<file path="src/tli_table.sv">
`timescale 1ns / 1ps
// ----------------------------------------------------------------------------
// tli_table: sample point memory
// Two synchronous memories, abscissa and value, one write port and one read
// port each, read data registered.
// ----------------------------------------------------------------------------
module tli_table #(
  parameter int ADDR_W = 6
) (
  input  logic                clk,
  input  logic                wr_en,
  input  logic [ADDR_W-1:0]   wr_addr,
  input  logic signed [31:0]  wr_x,
  input  logic signed [31:0]  wr_y,
  input  logic [ADDR_W-1:0]   rd_addr,
  output logic signed [31:0]  rd_x,
  output logic signed [31:0]  rd_y
);

  logic signed [31:0] mem_x [2**ADDR_W];
  logic signed [31:0] mem_y [2**ADDR_W];

  always_ff @(posedge clk) begin
    if (wr_en) begin
      mem_x[wr_addr] <= wr_x;
      mem_y[wr_addr] <= wr_y;
    end
    rd_x <= mem_x[rd_addr];
    rd_y <= mem_y[rd_addr];
  end

endmodule

</file>
<file path="config.mk">
export PLATFORM = sky130hd
export DESIGN_NAME = tli_table
export DESIGN_NICKNAME = d
export VERILOG_FILES = /design/src/tli_table.sv
export SDC_FILE = /design/constraint.sdc
export NUM_CORES = 2
export LEC_CHECK = 0
export ABC_AREA = 1
export BUFFER_PORTS_ARGS = -buffer_cell sky130_fd_sc_hd__buf_4
export CORE_MARGIN = 1.5
export CORE_UTILIZATION = 38
export DETAILED_ROUTE_END_ITERATION = 10
export HOLD_SLACK_MARGIN = 0.15
export SYNTH_ARGS = -nofsm -noshare
export SYNTH_HDL_FRONTEND = slang
export SYNTH_SLANG_ARGS = --single-unit
</file>
<file path="constraint.sdc">
create_clock -name clk -period 4.25 [get_ports clk]
set_input_delay 0.85 -clock clk [delete_from_list [all_inputs] [get_ports clk]]
set_output_delay 0.85 -clock clk [all_outputs]
set_load 0.01 [all_outputs]
</file>
==> qor.txt <==
first-pass GRT wire length - 746600 um
Tot Pwr - 0.08636 W
EDFF count, synth - 4096
Synth Flop Type - edfxtp_1
core area - 0.4318 mm2
RSZ-0062 raised after global routing - false
Max Fclk - 343.8 MHz
Total Routing Usage GR - 23.19%
Mapped Area - 0.1653 mm2
share of cells above drive strength 1 - 8.705%
vias in the first global route - 100900
Synth top area share - 74.43%
input/output buffers - 141
DR WL/cell - 26.91 um
io pins - 142
clk root buf - clkbuf_16
post-route cell area - 0.1880 mm2
DIE AREA - 0.4388 mm2
Syn Area/Cell - 12.33 um2
die extent in y - 662.5 um
Worst path max stage delay - 0.81 ns
ys async rst share - 0%
total grt overflow - 0
Die W - 662.5 um
cell type with the highest aggregate area in the netlist - edfxtp_1
Detailed Place HPWL - 263700 um
setup_tns - 0 ns
DR pass1 iterations - 6
syn_nets - 13480
CP required - 3.40 ns
via count - 109700
register area share after synthesis - 75.20%
Clock Sinks - 4160
worst-path cell chain - buf_4
hold_buf cts - 0
hold_ws - 0.3830 ns
Cells after Synth - 13400
outcome - complete, no violations
Nets - 13560
Slowest-stage cell, CP - dfxtp_1
Setup Buffers After CTS - 0
Row Count - 241
PwrDens - 459.4 mW/mm2
post-route minimum period - 2.908 ns
clock buffer depth - 4
number of gates resized after CTS - 0
synth warn - 0
Clk Latency, worst-skew pair - 1.01 ns
clk_skew - 0.04897 ns
initial antenna violation count - 39
count leader, synth - nand2_1
endpoints failing setup - 0
static leakage - 65.40 nW
final period utilization - 68.43%
worst min-delay path category - primary input to register
area added between synthesis and finish - 13.75%
fin. max-slew vios - 0
Cell variety after synth - 16
Peak VDD IR - 342.5 uV
largest net degree at the start of global routing - 169
Avg Vias per Cell - 5.613
Buf+Inv Stages, Crit Path - 1
Reg clk slew, reported paths - 0.06 ns
CP Capture Type - output port
CP max FO - 1
count of state elements after synthesis - 4160
H-tree lvl count - 5
maxcap violations - 0
gpl congestion - 0.7920
final wirelength - 526000 um
WS Path Type - register to output port
relative slew slack - 36.84%
Crit path max-delay family - flip-flops
CTS buffer count - 405
CP arrival - 2.06 ns
CTS tree - built
initial DRC count - 14130
actual slew at the worst max-slew pin - 0.9451 ns
dominant cells by area after synthesis - edfxtp_1, nand3_1, nand2_1
Placed Area - 0.1749 mm2
top cells by instance count after synthesis - nand2_1, edfxtp_1, nand3_1
Initial Util - 38.27%
ANT nets after route - 0
Final Hold Vio Count - 0
residual DRC count - 0
startpoint types - register
## path summary, 6_finish.rpt
path            startpoint       endpoint  slack (ns)  cells after the start
max               rd_x[22]       rd_x[22]        1.34                      1
min               wr_y[19]  mem_y[34][19]        0.38                      1
max reg2reg  mem_x[50][19]       rd_x[19]        2.75                      8
min reg2reg  mem_y[58][22]       rd_y[22]        0.79                      8
## flip-flops by register name, summed over array words and instances (netlist names)
register	cells
rd_x	32
mem_x	2048
rd_y	32
mem_y	2048
## metrics by stage
stage | std cells | util, % | setup slack, ns
2_1_floorplan | 13400 | - | -0.3138
3_3_place_gp | 18780 | 40.50 | 0.7050
3_5_place_dp | 18780 | 40.50 | 0.7111
4_1_cts | 19530 | 43.52 | 1.200
5_1_grt | 19540 | 43.53 | 1.300
6_report | 19550 | 43.53 | 1.342
## final cells by class
class	instances	area [um2]
antenna	17	42.54
clock inverter	217	1972
sequential	4160	124300
timing repair buffer	562	6750
clock buffer	533	11080
tap	5710	7144
fill	38830	243800
inverter	12	105.1
multi-input combinational	8336	36610
## power by group
part | internal [W] | leakage (nW) | switching [W]
Combinational | 0.00136 | 21.6 | 0.00369
Sequential | 0.0454 | 37.4 | 0.000237
Clock | 0.0201 | 6.40 | 0.0156
## layer usage
metal	vias to the layer above	track usage (%)	wire length, um
met5	-	0	90
li1	48040	-	-
met2	5520	37.00	244200
met4	16	9.134	22600
met3	1021	3.371	49360
met1	55110	32.08	209800
## logic make-up (layout without fill, tap and decap cells)
logic type / Yosys count / count (layout) / share of synthesized area (%)
simple gates: 8336 / 8336 / 21.86
flops: 4160 / 4160 / 75.20
buf+inv: 906 / 1324 / 2.935
other cells: 0 / 17 / 0
## cell usage in the layout, fill, tap and decap left out
cell        netlist  final
buf_12            1    198
buf_16            0      1
buf_4           138    358
buf_6            33      1
buf_8             2      4
bufinv_16         0     29
clkbuf_1        135     92
clkbuf_16         0    414
clkbuf_8          0     27
clkinv_1          0     87
clkinv_16         0      4
clkinv_2          0     74
clkinv_4          0      2
clkinv_8          0      4
clkinvlp_4        0      5
dfxtp_1          64     64
diode_2           0     17
edfxtp_1       4096   4096
inv_1             8      6
inv_16            0      7
inv_6             0      7
inv_8             0      4
nand2_1        4416   4416
nand3_1        3848   3848
nand4_1           8      8
nor2_4            0     64
Note: power is estimated with default switching activity, not from simulation.
