--- src/tli_pkg.sv ---
`timescale 1ns / 1ps
// ----------------------------------------------------------------------------
// tli_pkg: shared types and constants for the table interpolator
// Holds the word types of both channels, the command and status codes, and
// the state encoding of the query sequencer.
// ----------------------------------------------------------------------------
package tli_pkg;

  localparam logic CMD_LOAD  = 1'b0;
  localparam logic CMD_QUERY = 1'b1;

  localparam logic [1:0] STATUS_OK   = 2'd0;
  localparam logic [1:0] STATUS_SAT  = 2'd1;
  localparam logic [1:0] STATUS_ZERO = 2'd2;

  typedef struct packed {
    logic               cmd;
    logic [5:0]         entry_index;
    logic signed [31:0] point_x;
    logic signed [31:0] point_y;
    logic signed [31:0] query_x;
  } in_word_t;

  typedef struct packed {
    logic signed [31:0] query_value;
    logic [1:0]         status;
  } out_word_t;

  typedef enum logic [3:0] {
    ST_IDLE,
    ST_RD_FIRST,
    ST_RD_LAST,
    ST_CHECK,
    ST_SCAN,
    ST_RD_PAIR,
    ST_MUL,
    ST_DIV,
    ST_SUM,
    ST_OUT
  } state_t;

  // Request from the sequencer to the divider.
  typedef struct packed {
    logic        start;
    logic [63:0] dividend;
    logic [32:0] divisor;
  } div_req_t;

  typedef struct packed {
    logic        done;
    logic [63:0] quotient;
  } div_rsp_t;

endpackage

--- src/tli_divider.sv ---
`timescale 1ns / 1ps
// ----------------------------------------------------------------------------
// tli_divider: unsigned restoring divider
// Divides a 64-bit magnitude by a 33-bit magnitude, one quotient bit per
// cycle.
// ----------------------------------------------------------------------------
module tli_divider (
  input  logic              clk,
  input  logic              rst,
  input  tli_pkg::div_req_t req,
  output tli_pkg::div_rsp_t rsp
);

  logic [63:0] quo;
  logic [33:0] rem;
  logic [32:0] den;
  logic [6:0]  cnt;
  logic        busy;
  logic        done;
  logic [33:0] trial;
  logic [34:0] diff;

  always_comb begin
    trial = {rem[32:0], quo[63]};
    diff  = {1'b0, trial} - {2'b00, den};
  end

  always_ff @(posedge clk) begin
    if (rst) begin
      busy <= 1'b0;
      done <= 1'b0;
      cnt  <= '0;
    end else begin
      done <= 1'b0;
      if (req.start) begin
        busy <= 1'b1;
        quo  <= req.dividend;
        den  <= req.divisor;
        rem  <= '0;
        cnt  <= 7'd64;
      end else if (busy) begin
        if (!diff[34]) begin
          rem <= diff[33:0];
          quo <= {quo[62:0], 1'b1};
        end else begin
          rem <= trial;
          quo <= {quo[62:0], 1'b0};
        end
        cnt <= cnt - 7'd1;
        if (cnt == 7'd1) begin
          busy <= 1'b0;
          done <= 1'b1;
        end
      end
    end
  end

  assign rsp = '{done: done, quotient: quo};

endmodule

--- config.mk ---
export PLATFORM = sky130hd
export DESIGN_NAME = tli_divider
export DESIGN_NICKNAME = d
export VERILOG_FILES = /design/src/tli_pkg.sv /design/src/tli_divider.sv
export SDC_FILE = /design/constraint.sdc
export NUM_CORES = 1
export LEC_CHECK = 0
export ABC_AREA = 0
export BUFFER_PORTS_ARGS = -buffer_cell sky130_fd_sc_hd__buf_4
export CAP_MARGIN = 40
export CORE_UTILIZATION = 50
export CTS_CLUSTER_DIAMETER = 60
export DETAILED_ROUTE_END_ITERATION = 6
export GPL_TIMING_DRIVEN = 0
export PLACE_DENSITY = 0.77
export SLEW_MARGIN = 20
export SYNTH_ARGS = -nofsm -noshare
export SYNTH_HDL_FRONTEND = slang
export SYNTH_SLANG_ARGS = --single-unit
--- constraint.sdc ---
create_clock -name clk -period 7.4 [get_ports clk]
set_clock_uncertainty 0.05 [all_clocks]
set_input_delay 1.85 -clock clk [delete_from_list [all_inputs] [get_ports clk]]
set_output_delay 1.85 -clock clk [all_outputs]
set_load 0.005 [all_outputs]
==> summary.txt <==
Detailed routing
  • Drt total wl: around 18000 um
  • DRC Markers: 5
  • DR vias: around 5700
  • 1st-iter DRT viols: about 480
  • Final ANT Viol Nets: 0
  • Pre-antenna DRT Iters: 6
  • Via/cell ratio: about 5.6
  • WL/cell: approximately 18 um

Pwr
  • Int Pwr: approximately 1.7 mW
  • Pwr Total: about 2.3 mW
  • Worst vdd ir: approximately 210 uV
  • Seq pwr share: 41.6%
  • Power Density: between 200 and 250 nW/um2
  • Switching pwr: 0.6480 mW
  • Clock network power share: between 30% and 40%
  • Pleak: 4.151 nW
  • Sw frac: about 28%
  • Combinational fraction of design power: between 20% and 30%

Logic synthesis
  • Synthesized Nets: approximately 770
  • Avg Cell Area, Syn: 12.02 um2
  • Count of flip-flops with a built-in enable after synthesis: 130
  • Yosys reg bits: about 140
  • Seq/Total Area, Yosys: 53.95%
  • Count of different cell masters after synthesis: between 50 and 60
  • Mapped Area: around 7600 um2
  • Ys async rst share: 0%
  • Syn Inst Count: 630
  • Main synth FF type: edfxtp_1
  • Synth Warn #: 0

Clock tree
  • Clock Path Buffers: 2
  • CTS tree: yes
  • Clk_lat worst skew: between 400 and 500 ps
  • Setup Buffers After CTS: 0
  • Clock root cell: clkbuf_16
  • Total number of clock tree sinks: about 140
  • Post-CTS resize count: 0
  • Worst-path clk slew: around 60 ps
  • Cts bufs inserted: 17
  • H-tree depth: 4
  • CTS Hold Buffers Added: 0

Setup path
  • CP Capture Type: register
  • CP arrival: ~4000 ps
  • Req. time, crit path: around 7500 ps
  • Startpoint types: input pin
  • Worst Path Max Fanout: 29
  • Crit path kind: in2reg

Run
  • Max Cap Viol: 0

STA
  • Pins Over Slew Limit: 0
  • Setup TNS: 0 ps
  • Fin Hold WS: between 400 and 500 ps
  • Worst-Margin Slew: roughly 850 ps
  • RSZ-0062 raised after global routing: false
  • Max_slew headroom: between 40% and 50%
  • Final Critical Period: between 3000 and 4000 ps
  • Final setup fails: 0
  • Final period utilization: 52.58%
  • Fmax: about 260 MHz
  • Final hold vios: 0

Die
  • Die W: ~130 um
  • Die Ht: 125.0 um
  • Full die area: between 15000 and 20000 um2
  • Initial core utilization: roughly half
  • Core ar.: about 15000 um2
  • # IOs: 165
  • Site Rows: 44

Place
  • IO buf count: around 160
  • DP Wirelength: 13560 um
  • Final GP Congestion: 0.8633

Final layout
  • Ant diodes: 0
  • Area Growth Syn to Fin: 28.25%
  • Most frequent cells in the layout: buf_4, edfxtp_1, mux2_2
  • Finished Core Util: 66.29%
  • Layout cells sized above 1: 33.29%
  • Nets: roughly 950
  • Most common cell after layout, fill and taps aside: buf_4

GRT
  • Global-route wire length before repair: roughly 29000 um
  • Total Routing Usage GR: between 20% and 30%
  • Vias in the first global route: 5867
  • Largest net degree at the start of global routing: 30
  • Initial antenna violation count: 0
  • Total grt overflow: 0

Run status
  • Failing checks: design-rule violations
  • Status: complete, but fails checks

Min path
  • HP Class: reg2reg
sequential cells by signal (all words and copies together), names as in the netlist:
name,count
cnt,7
done,1
busy,1
quo,64
rem,33
den,33
routing by layer:
| metal | wire length (um) | GRT usage, % | vias to the layer above |
|---|---|---|---|
| li1 | - | - | 2721 |
| met1 | 7337 | 27.97 | 2744 |
| met2 | 9307 | 41.60 | 183 |
| met3 | 1453 | 8.858 | 21 |
| met4 | 272 | 8.250 | 0 |
| met5 | 0 | 0 | - |
kinds of logic after synthesis:
family / Yosys count / share of synthesized area [%]
buffers and inverters: 72 / 4.033
DFF: 139 / 53.95
adders and majority gates: 36 / 6.050
and+or+nand+nor: 145 / 9.322
muxes: 85 / 12.30
AOI/OAI and AO/OA: 125 / 11.11
xor gates and xnor gates: 28 / 3.240
final cells by class:
cell class                 instances  area (um2)
buffer                            27       136.4
inverter                          45       168.9
clock inverter                    14       145.1
tap                              184       230.2
multi-input combinational        419        3196
fill                            1093        4936
clock buffer                      18       429.2
timing repair buffer             167        1319
sequential                       139        4084
synthesized netlist by cell type (2+ instances only):
master / instances / share of area [%]
edfxtp_1: 130 / 52
mux2_2: 64 / 9.5
nor2_1: 56 / 2.8
inv_1: 45 / 2.2
a21oi_1: 42 / 2.8
ha_1: 35 / 5.8
nand2_1: 24 / 1.2
a21o_1: 23 / 2.3
nand3_1: 23 / 1.5
mux2i_1: 21 / 2.8
clkbuf_1: 19 / 0.94
xnor2_1: 17 / 2.0
o21ai_0: 14 / 0.93
a211oi_1: 11 / 1.1
xor2_1: 11 / 1.3
and3_1: 10 / 0.83
dfxtp_1: 9 / 2.4
a31oi_1: 4 / 0.33
buf_6: 4 / 0.59
nor2b_1: 4 / 0.33
o21bai_1: 4 / 0.40
or2_2: 4 / 0.33
or3_1: 4 / 0.33
and2_1: 3 / 0.25
nor3_1: 3 / 0.20
o21a_1: 3 / 0.30
a211o_1: 2 / 0.23
a221oi_1: 2 / 0.23
a32o_1: 2 / 0.26
and4_1: 2 / 0.23
and4b_1: 2 / 0.26
buf_1: 2 / 0.099
nand4_1: 2 / 0.17
nor3b_1: 2 / 0.20
nor4bb_1: 2 / 0.26
o2111ai_1: 2 / 0.23
o211ai_1: 2 / 0.20
o311ai_0: 2 / 0.23
o31ai_1: 2 / 0.20
o41a_1: 2 / 0.30
final timing paths:
kind / end / cells after the start / from / slack [ps]
worst min register to register: cnt[1] / 2 / cnt[1] / 470
worst min-delay path: cnt[1] / 2 / cnt[1] / 470
worst max register to register: rem[26] / 14 / quo[63] / 3670
worst max-delay path: quo[47] / 6 / req[97] / 3510
power groups by stage:
stage	logic (mW)	clock network (mW)	registers, mW
after floorplan	0.349	0	0.983
after global placement	0.492	0	0.991
after detailed placement	0.518	0	0.986
after CTS	0.523	0.854	0.971
after global routing	0.577	0.882	0.978
final	0.525	0.839	0.971
per-stage QoR:
step	area, um2	setup WS (ps)	cells
after floorplan	7570	258.2	630
after global placement	9024	-1830	977
after detailed placement	9134	3045	981
after CTS	9708	3491	1013
after global routing	9708	3392	1013
final	9708	3509	1013
worst max-delay path, cell delays in order:
cell	delay [ps]
clkbuf_1	340
clkbuf_1	490
nor2_1	170
nor2_4	630
buf_16	250
buf_12	210
No activity file was read; power rests on OpenSTA's default activity.
